File: config.mk
export PLATFORM = sky130hd
export DESIGN_NAME = circular_task_list_manager_flat
export DESIGN_NICKNAME = d
export VERILOG_FILES = /design/src/rtl/ctlm_pkg.sv /design/src/rtl/ctlm_req_if.sv /design/src/rtl/ctlm_rsp_if.sv /design/src/rtl/circular_task_list_manager.sv /design/src/rtl/ctlm_ram.sv /design/src/rtl/ctlm_out.sv /design/src/flat_wrapper.sv
export SDC_FILE = /design/constraint.sdc
export NUM_CORES = 2
export LEC_CHECK = 0
export BUFFER_PORTS_ARGS = -buffer_cell sky130_fd_sc_hd__buf_2
export CAP_MARGIN = 10
export CELL_PAD_IN_SITES_DETAIL_PLACEMENT = 1
export CELL_PAD_IN_SITES_GLOBAL_PLACEMENT = 2
export CORE_MARGIN = 8
export CORE_UTILIZATION = 40
export CTS_BUF_LIST = sky130_fd_sc_hd__clkbuf_8
export DETAILED_ROUTE_END_ITERATION = 8
export GPL_TIMING_DRIVEN = 0
export HOLD_SLACK_MARGIN = 0.08
export PLACE_DENSITY = 0.8
export SYNTH_ARGS = -nofsm -noshare
export SYNTH_HDL_FRONTEND = slang
export SYNTH_SLANG_ARGS = --single-unit
File: constraint.sdc
create_clock -name clk -period 12 [get_ports clk]
set_input_delay 2.4 -clock clk [delete_from_list [all_inputs] [get_ports clk]]
set_output_delay 2.4 -clock clk [all_outputs]
set_load 0.05 [all_outputs]
File: src/rtl/ctlm_pkg.sv
// ----------------------------------------------------------------------------
// ctlm_pkg: task list manager shared definitions
// Sizes, request and result types, and the link memory slot mapping.
// ----------------------------------------------------------------------------
package ctlm_pkg;

    localparam int TASKS      = 32;
    localparam int QUEUES     = 5;
    localparam int TASK_W     = 5;
    localparam int QSEL_W     = 3;
    localparam int CNT_W      = $clog2(TASKS + 1);
    localparam int LINK_DEPTH = QUEUES * TASKS;
    localparam int SLOT_W     = $clog2(LINK_DEPTH);

    localparam logic REQ_INSERT = 1'b0;
    localparam logic REQ_REMOVE = 1'b1;

    typedef struct packed {
        logic              ok;
        logic [CNT_W-1:0]  count_after;
        logic [TASK_W-1:0] head_task;
        logic              head_valid;
    } rsp_t;

    function automatic logic [SLOT_W-1:0] slot(input logic [QSEL_W-1:0] q,
                                               input logic [TASK_W-1:0] t);
        return SLOT_W'(q) * SLOT_W'(TASKS) + SLOT_W'(t);
    endfunction

endpackage

File: src/rtl/ctlm_req_if.sv
// ----------------------------------------------------------------------------
// ctlm_req_if: request channel
// Valid/ready channel carrying one queue insert or remove request.
// ----------------------------------------------------------------------------
interface ctlm_req_if;
    import ctlm_pkg::*;

    logic              valid;
    logic              ready;
    logic              req_type;
    logic [QSEL_W-1:0] queue_sel;
    logic [TASK_W-1:0] task_id;

    modport source (output valid, output req_type, output queue_sel, output task_id,
                    input ready);
    modport sink   (input valid, input req_type, input queue_sel, input task_id,
                    output ready);
endinterface

File: src/rtl/ctlm_rsp_if.sv
// ----------------------------------------------------------------------------
// ctlm_rsp_if: result channel
// Valid/ready channel carrying one result per request.
// ----------------------------------------------------------------------------
interface ctlm_rsp_if;
    import ctlm_pkg::*;

    logic              valid;
    logic              ready;
    logic              ok;
    logic [CNT_W-1:0]  count_after;
    logic [TASK_W-1:0] head_task;
    logic              head_valid;

    modport source (output valid, output ok, output count_after, output head_task,
                    output head_valid, input ready);
    modport sink   (input valid, input ok, input count_after, input head_task,
                    input head_valid, output ready);
endinterface

File: src/rtl/circular_task_list_manager.sv
// ----------------------------------------------------------------------------
// circular_task_list_manager: circular doubly linked task queue manager
// Flow: a request goes from the execute state, and for an insert into a
//   nonempty queue a second write state (the single write port of each link
//   RAM), to the output register, waiting in the finish state on a stall.
// Requests: taken only when idle, so a new one waits for the last to finish.
// Reset: membership and counts clear at once; link RAMs are not cleared.
// ----------------------------------------------------------------------------
module circular_task_list_manager (
    input  logic       clk,
    input  logic       rst_n,
    ctlm_req_if.sink   req,
    ctlm_rsp_if.source rsp
);
    import ctlm_pkg::*;

    localparam logic [1:0] S_IDLE = 2'd0;
    localparam logic [1:0] S_EXEC = 2'd1;
    localparam logic [1:0] S_WR2  = 2'd2;
    localparam logic [1:0] S_FIN  = 2'd3;

    logic [1:0]        state_reg;
    logic [1:0]        state_next;

    logic [QUEUES-1:0] member_reg [TASKS];
    logic [CNT_W-1:0]  count_reg  [QUEUES];
    logic [TASK_W-1:0] head_reg   [QUEUES];

    logic              req_type_reg;
    logic [QSEL_W-1:0] req_q_reg;
    logic [TASK_W-1:0] req_task_reg;
    logic              req_qv_reg;
    logic [QUEUES-1:0] req_mem_reg;
    logic [CNT_W-1:0]  req_cnt_reg;
    logic [TASK_W-1:0] req_head_reg;
    logic [TASK_W-1:0] tail_reg;
    rsp_t              res_reg;

    logic              accept;
    logic              in_qv;
    logic [TASK_W-1:0] in_head;
    logic              tv;
    logic              is_mem;
    logic              do_ins;
    logic              do_rem;
    logic              need_wr2;
    logic [CNT_W-1:0]  cnt_new;
    logic [TASK_W-1:0] head_new;
    rsp_t              res_now;
    rsp_t              ld_data;
    logic              ld;
    logic              stall;

    logic              nx_we;
    logic [SLOT_W-1:0] nx_waddr;
    logic [TASK_W-1:0] nx_wdata;
    logic [SLOT_W-1:0] nx_raddr;
    logic [TASK_W-1:0] nx_rdata;
    logic              pv_we;
    logic [SLOT_W-1:0] pv_waddr;
    logic [TASK_W-1:0] pv_wdata;
    logic [SLOT_W-1:0] pv_raddr;
    logic [TASK_W-1:0] pv_rdata;

    assign req.ready = (state_reg == S_IDLE);
    assign accept    = req.valid && req.ready;
    assign in_qv     = (32'(req.queue_sel) < QUEUES);
    assign in_head   = in_qv ? head_reg[req.queue_sel] : '0;

    // read own links on remove, the head's prev link on insert
    assign nx_raddr = slot(req.queue_sel, req.task_id);
    assign pv_raddr = (req.req_type == REQ_REMOVE) ? slot(req.queue_sel, req.task_id)
                                                   : slot(req.queue_sel, in_head);

    ctlm_ram #(.WIDTH(TASK_W), .DEPTH(LINK_DEPTH)) u_next_ram (
        .clk   (clk),
        .we    (nx_we),
        .waddr (nx_waddr),
        .wdata (nx_wdata),
        .re    (accept),
        .raddr (nx_raddr),
        .rdata (nx_rdata)
    );

    ctlm_ram #(.WIDTH(TASK_W), .DEPTH(LINK_DEPTH)) u_prev_ram (
        .clk   (clk),
        .we    (pv_we),
        .waddr (pv_waddr),
        .wdata (pv_wdata),
        .re    (accept),
        .raddr (pv_raddr),
        .rdata (pv_rdata)
    );

    assign tv       = (32'(req_task_reg) < TASKS);
    assign is_mem   = req_qv_reg ? req_mem_reg[req_q_reg] : 1'b0;
    assign do_ins   = req_qv_reg && tv && (req_type_reg == REQ_INSERT) && !is_mem;
    assign do_rem   = req_qv_reg && tv && (req_type_reg == REQ_REMOVE) && is_mem;
    assign need_wr2 = do_ins && (req_cnt_reg != '0);

    always_comb
    begin
        cnt_new  = req_cnt_reg;
        head_new = req_head_reg;
        if (do_ins)
        begin
            cnt_new = req_cnt_reg + CNT_W'(1);
            if (req_cnt_reg == '0)
            begin
                head_new = req_task_reg;
            end
        end
        else if (do_rem)
        begin
            cnt_new = req_cnt_reg - CNT_W'(1);
            if (req_head_reg == req_task_reg)
            begin
                head_new = nx_rdata;
            end
        end
    end

    always_comb
    begin
        res_now.ok          = do_ins || do_rem;
        res_now.count_after = req_qv_reg ? cnt_new : '0;
        res_now.head_valid  = req_qv_reg && (cnt_new != '0);
        res_now.head_task   = res_now.head_valid ? head_new : '0;
    end

    always_comb
    begin
        nx_we    = 1'b0;
        nx_waddr = '0;
        nx_wdata = '0;
        pv_we    = 1'b0;
        pv_waddr = '0;
        pv_wdata = '0;
        case (state_reg)
            S_EXEC:
            begin
                if (do_ins)
                begin
                    nx_we    = 1'b1;
                    pv_we    = 1'b1;
                    nx_waddr = slot(req_q_reg, req_task_reg);
                    pv_waddr = slot(req_q_reg, req_task_reg);
                    if (req_cnt_reg == '0)
                    begin
                        nx_wdata = req_task_reg;
                        pv_wdata = req_task_reg;
                    end
                    else
                    begin
                        nx_wdata = req_head_reg;
                        pv_wdata = pv_rdata;
                    end
                end
                else if (do_rem && (cnt_new != '0))
                begin
                    // unlink: prev of next, next of prev
                    pv_we    = 1'b1;
                    pv_waddr = slot(req_q_reg, nx_rdata);
                    pv_wdata = pv_rdata;
                    nx_we    = 1'b1;
                    nx_waddr = slot(req_q_reg, pv_rdata);
                    nx_wdata = nx_rdata;
                end
            end
            S_WR2:
            begin
                nx_we    = 1'b1;
                nx_waddr = slot(req_q_reg, tail_reg);
                nx_wdata = req_task_reg;
                pv_we    = 1'b1;
                pv_waddr = slot(req_q_reg, req_head_reg);
                pv_wdata = req_task_reg;
            end
            default:
            begin
            end
        endcase
    end

    assign ld      = (((state_reg == S_EXEC) && !need_wr2) || (state_reg == S_WR2) ||
                      (state_reg == S_FIN)) && !stall;
    assign ld_data = (state_reg == S_EXEC) ? res_now : res_reg;

    always_comb
    begin
        state_next = state_reg;
        case (state_reg)
            S_IDLE:
            begin
                if (accept)
                begin
                    state_next = S_EXEC;
                end
            end
            S_EXEC:
            begin
                if (need_wr2)
                begin
                    state_next = S_WR2;
                end
                else if (!stall)
                begin
                    state_next = S_IDLE;
                end
                else
                begin
                    state_next = S_FIN;
                end
            end
            S_WR2, S_FIN:
            begin
                state_next = stall ? S_FIN : S_IDLE;
            end
            default:
            begin
                state_next = S_IDLE;
            end
        endcase
    end

    always_ff @(posedge clk or negedge rst_n)
    begin
        if (!rst_n)
        begin
            state_reg <= S_IDLE;
            for (int i = 0; i < TASKS; i++)
            begin
                member_reg[i] <= '0;
            end
            for (int i = 0; i < QUEUES; i++)
            begin
                count_reg[i] <= '0;
            end
        end
        else
        begin
            state_reg <= state_next;
            if ((state_reg == S_EXEC) && (do_ins || do_rem))
            begin
                member_reg[req_task_reg][req_q_reg] <= do_ins;
                count_reg[req_q_reg]                <= cnt_new;
            end
        end
    end

    always_ff @(posedge clk)
    begin
        if (accept)
        begin
            req_type_reg <= req.req_type;
            req_q_reg    <= req.queue_sel;
            req_task_reg <= req.task_id;
            req_qv_reg   <= in_qv;
            req_mem_reg  <= member_reg[req.task_id];
            req_cnt_reg  <= in_qv ? count_reg[req.queue_sel] : '0;
            req_head_reg <= in_head;
        end
        if (state_reg == S_EXEC)
        begin
            tail_reg <= pv_rdata;
            res_reg  <= res_now;
            if (do_ins || do_rem)
            begin
                head_reg[req_q_reg] <= head_new;
            end
        end
    end

    ctlm_out u_out (
        .clk   (clk),
        .rst_n (rst_n),
        .load  (ld),
        .data  (ld_data),
        .stall (stall),
        .rsp   (rsp)
    );

    a_accept_exec: assert property (@(posedge clk) disable iff (!rst_n)
        accept |=> (state_reg == S_EXEC))
        else $error("accepted request did not advance to execute");

    a_no_write_idle: assert property (@(posedge clk) disable iff (!rst_n)
        (state_reg == S_IDLE) |-> (!nx_we && !pv_we))
        else $error("link write while idle");

    a_load_free: assert property (@(posedge clk) disable iff (!rst_n)
        ld |-> !stall)
        else $error("result loaded over a held transfer");

    a_ins_member: assert property (@(posedge clk) disable iff (!rst_n)
        ((state_reg == S_EXEC) && do_ins) |=> member_reg[req_task_reg][req_q_reg])
        else $error("inserted task not marked as member");

    a_rem_member: assert property (@(posedge clk) disable iff (!rst_n)
        ((state_reg == S_EXEC) && do_rem) |=> !member_reg[req_task_reg][req_q_reg])
        else $error("removed task still marked as member");
endmodule

File: src/rtl/ctlm_ram.sv
// ----------------------------------------------------------------------------
// ctlm_ram: generic single-write, single-read RAM
// One write port, one read port with a registered read.
// ----------------------------------------------------------------------------
module ctlm_ram #(
    parameter int WIDTH = 8,
    parameter int DEPTH = 16
) (
    input  logic                     clk,
    input  logic                     we,
    input  logic [$clog2(DEPTH)-1:0] waddr,
    input  logic [WIDTH-1:0]         wdata,
    input  logic                     re,
    input  logic [$clog2(DEPTH)-1:0] raddr,
    output logic [WIDTH-1:0]         rdata
);
    logic [WIDTH-1:0] mem_reg [DEPTH];
    logic [WIDTH-1:0] rdata_reg;

    always_ff @(posedge clk)
    begin
        if (we)
        begin
            mem_reg[waddr] <= wdata;
        end
        if (re)
        begin
            rdata_reg <= mem_reg[raddr];
        end
    end

    assign rdata = rdata_reg;
endmodule

File: src/rtl/ctlm_out.sv
// ----------------------------------------------------------------------------
// ctlm_out: result output register
// Holds one finished result until the sink takes the transfer.
// ----------------------------------------------------------------------------
module ctlm_out (
    input  logic                clk,
    input  logic                rst_n,
    input  logic                load,
    input  ctlm_pkg::rsp_t      data,
    output logic                stall,
    ctlm_rsp_if.source          rsp
);
    import ctlm_pkg::*;

    logic valid_reg;
    logic valid_next;
    rsp_t data_reg;

    assign stall = valid_reg && !rsp.ready;

    always_comb
    begin
        valid_next = valid_reg;
        if (load)
        begin
            valid_next = 1'b1;
        end
        else if (rsp.ready)
        begin
            valid_next = 1'b0;
        end
    end

    always_ff @(posedge clk or negedge rst_n)
    begin
        if (!rst_n)
        begin
            valid_reg <= 1'b0;
        end
        else
        begin
            valid_reg <= valid_next;
        end
    end

    always_ff @(posedge clk)
    begin
        if (load)
        begin
            data_reg <= data;
        end
    end

    assign rsp.valid       = valid_reg;
    assign rsp.ok          = data_reg.ok;
    assign rsp.count_after = data_reg.count_after;
    assign rsp.head_task   = data_reg.head_task;
    assign rsp.head_valid  = data_reg.head_valid;
endmodule
File: src/flat_wrapper.sv
// flat-port wrapper written by rule: the top's interface ports become plain ports
module circular_task_list_manager_flat import ctlm_pkg::*;
  (clk, rst_n, req_valid, req_req_type, req_queue_sel, req_task_id, req_ready, rsp_valid, rsp_ok, rsp_count_after, rsp_head_task, rsp_head_valid, rsp_ready);
  ctlm_req_if req_i ();
  ctlm_rsp_if rsp_i ();
  input  logic clk;
  input  logic rst_n;
  input wire logic [$bits(req_i.valid)-1:0] req_valid;
  input wire logic [$bits(req_i.req_type)-1:0] req_req_type;
  input wire logic [$bits(req_i.queue_sel)-1:0] req_queue_sel;
  input wire logic [$bits(req_i.task_id)-1:0] req_task_id;
  output wire logic [$bits(req_i.ready)-1:0] req_ready;
  output wire logic [$bits(rsp_i.valid)-1:0] rsp_valid;
  output wire logic [$bits(rsp_i.ok)-1:0] rsp_ok;
  output wire logic [$bits(rsp_i.count_after)-1:0] rsp_count_after;
  output wire logic [$bits(rsp_i.head_task)-1:0] rsp_head_task;
  output wire logic [$bits(rsp_i.head_valid)-1:0] rsp_head_valid;
  input wire logic [$bits(rsp_i.ready)-1:0] rsp_ready;
  assign req_i.valid = req_valid;
  assign req_i.req_type = req_req_type;
  assign req_i.queue_sel = req_queue_sel;
  assign req_i.task_id = req_task_id;
  assign req_ready = req_i.ready;
  assign rsp_valid = rsp_i.valid;
  assign rsp_ok = rsp_i.ok;
  assign rsp_count_after = rsp_i.count_after;
  assign rsp_head_task = rsp_i.head_task;
  assign rsp_head_valid = rsp_i.head_valid;
  assign rsp_i.ready = rsp_ready;
  circular_task_list_manager u_core (.clk(clk), .rst_n(rst_n), .req(req_i), .rsp(rsp_i));
endmodule
==> impl_metrics.json <==
{
  "status": "finished with violations",
  "violations": "capacitance limit, slew limit",
  "dp_worst_setup_slack_ns": 2.084,
  "cts_setup_buffers": 0,
  "holdPathStages": 2,
  "clkPwrFrac_pct": 35.5,
  "clockBufferDepth": 4,
  "setup-violations-final": 0,
  "finalCriticalPeriod_ns": 8.945,
  "dr_total_vias": 52400,
  "relSlewSlack_pct": -0.9195,
  "drtAntennaViolNets": 0,
  "fin_worst_hold_slack_ns": 0.4732,
  "total_power_mw": 15.72,
  "cts_max_level": 5,
  "dpl-instance-area_sq_mm": 0.08251,
  "syn-num-nets": 5153,
  "multi_input_area_sq_mm": 0.02114,
  "rr_endpoint": "u_core.u_prev_ram.rdata[2]",
  "drt-wirelength-per-cell_um": 34.47,
  "swShare_pct": 29.40,
  "yosys_warnings": 0,
  "cts_resized": 0,
  "max_slew.worst_pin.slew_ns": 1.514,
  "worstSkewPairLatency_ns": 1.06,
  "slew_violations": 11,
  "grt_pass1_vias": 52820,
  "fin_nets": 5562,
  "cts_root_buf": "clkbuf_8",
  "num_io_pins": 28,
  "skew_ns": 0.08096,
  "ys_ff_latch": 1885,
  "firstDrtPassIters": 9,
  "cts_buffers": 327,
  "drc_errors": 0,
  "required_ns": 12.66,
  "gp_congestion": 0.9888,
  "dpl.hpwl_mm": 194.3,
  "drt-total-wl_mm": 286.9,
  "seq_power_share_pct": 49.0,
  "crit_buf_inv": 7,
  "synth.largest_area_cell": "edfxtp_1",
  "synth_cell_types": 88,
  "die_w_um": 458.1,
  "grt_overflow": 0,
  "n_fill_cell": 19370,
  "drive_above_1_share_pct": 17.22,
  "regArea_sq_mm": 0.05551,
  "critPathKind": "input port to register",
  "critPathMaxStageDelay_ns": 1.10,
  "ys_top_cells_by_area": "edfxtp_1, mux4_2, dfrtp_1",
  "r2r_slack_ns": 5.03,
  "synth_area_per_cell_sq_um": 15.23,
  "p_leak_nw": 29.86,
  "cp-start-kind": "input port",
  "powerDensity_mw_per_mm2": 177.3,
  "core-area_sq_mm": 0.1946,
  "crit_path_cell_trace": "buf_2 > buf_2 > inv_1 > nor4b_1 > o41a_1 > buf_2 > clkbuf_1 > clkbuf_1 > buf_1 > nand3_1 > a311oi_1 > o21ai_0 > o21ai_0 > a22oi_1",
  "hold_viol": 0,
  "area_delta_synth_final_pct": 13.42,
  "die_h_um": 458.1,
  "min_to": "u_core.count_reg[16]",
  "synthFlopType": "edfxtp_1",
  "gr-usage-met2_pct": 41.59,
  "combinationalPowerShare_pct": 15.6,
  "ys_seq_area_share_pct": 71.01,
  "p_int_mw": 11.10,
  "grt_pass1_wl_mm": 401.5,
  "ff2ff_path_depth": 11,
  "cp_max_fo": 10,
  "worstPathArrival_ns": 9.61,
  "die_area_sq_mm": 0.2098,
  "fin_area_sq_mm": 0.08866,
  "async_reset_ff_share_pct": 10.24,
  "cts_tree": "built",
  "rsz0062_at_grt": "no",
  "drt_iter0_drc": 7498,
  "initial_core_util_pct": 40.17,
  "worstSetupEndpointType": "register",
  "syn_inst": 5134,
  "grt_busiest_layer": "met2",
  "track_usage_pct": 26.51,
  "r2r-start": "u_core.head_reg[4][0]",
  "critical-path-slowest-cell": "clkbuf_1",
  "grt_max_degree": 121,
  "fin_util_pct": 45.56,
  "max_freq_mhz": 111.8,
  "syn_area_sq_mm": 0.07817,
  "grt_util_met1_pct": 34.08,
  "cts.sinks": 1885,
  "path_delay_family": "buffers and inverters",
  "ir_worst_vdd_mv": 0.09559,
  "finalWorstSetupSlack_ns": 3.055,
  "hold_class": "register to register",
  "grt_use_met3_pct": 6.011,
  "worstHoldStart": "u_core.count_reg[16]",
  "cts_hold_buf": 0,
  "antenna_found_initial": 16,
  "cap_violations": 1,
  "clk_pin_slew_worst_paths_ns": 0.07,
  "netlist.area_leader.share_pct": 64.50,
  "timing.critical_path.mode_cell": "buf_2",
  "post-route-period-util_pct": 74.54,
  "synth_edf_count": 1679,
  "num_rows": 162,
  "p_sw_mw": 4.620,
  "placement.io_buffers": 27,
  "vias_per_cell": 6.295
}
[worst max path at each step]
stage / start / endpoint / cells after the start
global route: req_queue_sel[2] / u_core.u_prev_ram.rdata[1] / 14
global placement: u_core.req_q_reg[2] / u_core.u_next_ram.mem_reg[90][3] / 10
floorplan: u_core.req_q_reg[2] / u_core.u_next_ram.mem_reg[0][0] / 10
detailed placement: req_task_id[0] / u_core.u_prev_ram.rdata[1] / 13
finish: req_queue_sel[2] / u_core.u_prev_ram.rdata[2] / 14
CTS: req_task_id[0] / u_core.u_prev_ram.rdata[4] / 13
[stage by stage]
| stage | setup TNS (ns) | cells |
|---|---|---|
| 2_1_floorplan | 0 | 5134 |
| 3_3_place_gp | -626.96 | 7703 |
| 3_5_place_dp | 0 | 7745 |
| 4_1_cts | 0 | 8304 |
| 5_1_grt | 0 | 8319 |
| 6_report | 0 | 8324 |
[per-layer routing]
layer | routed length, um | part of all wire (%)
met2 | 132700 | 46
met3 | 28220 | 9.8
met4 | 18310 | 6.4
met5 | 65 | 0.023
met1 | 107600 | 37
[Yosys cell counts (33+ instances only)]
cell type / number
buf_1: 54
dfrtp_1: 193
inv_1: 33
a22oi_1: 50
edfxtp_1: 1679
a311oi_1: 52
nor2_1: 383
nor3_1: 43
a21oi_1: 101
clkbuf_1: 198
o21ai_0: 241
buf_2: 102
nand3_1: 224
o31ai_1: 163
nand2_1: 733
and3_1: 87
mux2i_1: 45
mux4_2: 332
a31oi_1: 59
[power groups by stage]
stage	Sequential, mW	Clock, mW	Combinational (mW)
after floorplan	7.93	0	1.13
after CTS	7.70	5.61	2.37
after global routing	7.71	5.86	2.51
after detailed placement	7.83	0	2.36
after global placement	7.96	0	2.16
final	7.70	5.58	2.45
[logic make-up (layout without fill, tap and decap cells)]
family / after synthesis / count (layout) / share of synthesized area (%)
compound gates: 862 / 862 / 7.558
xor+xnor: 13 / 13 / 0.1553
fa+ha+maj: 6 / 6 / 0.09603
buf+inv: 395 / 1034 / 2.103
flops: 1885 / 1885 / 71.01
mux: 390 / 390 / 10.33
other cells: 0 / 9 / 0
simple gates: 1583 / 1583 / 8.749
[layout make-up]
cell class                 count  area share, %
clock buffer                 351          5.449
buffer                       360          1.708
timing repair buffer          80          1.370
sequential                  1885          62.61
multi-input combinational   2854          23.84
clock inverter               208          1.267
inverter                      35         0.1482
tap                         2542          3.587
antenna                        9        0.02540
[worst min-delay path, cell delays in order (launching register included)]
cell and delay, ns:
dfrtp_1 0.33, nand2_1 0.05, o21ai_0 0.06
[placed cells by master (no fill, tap or decap), types with 17 or more instances in the layout]
cell / netlist / final
nand2_1: 733 / 733
clkinv_1: 2 / 76
mux4_2: 332 / 332
nor2_1: 383 / 380
buf_1: 54 / 54
a21oi_1: 101 / 98
inv_1: 33 / 123
a22oi_1: 50 / 50
nand4_1: 19 / 19
buf_16: 0 / 20
dfrtp_1: 193 / 193
edfxtp_1: 1679 / 1679
clkbuf_1: 198 / 198
a31oi_1: 59 / 59
buf_2: 102 / 129
nand3_1: 224 / 224
mux2i_1: 45 / 45
nor4_1: 17 / 17
clkbuf_8: 0 / 351
o22ai_1: 17 / 17
clkinv_2: 0 / 28
and3_1: 87 / 87
o31ai_1: 163 / 163
a311oi_1: 52 / 52
nor3_1: 43 / 43
o21ai_0: 241 / 241
Note: power is estimated with default switching activity, not from simulation.
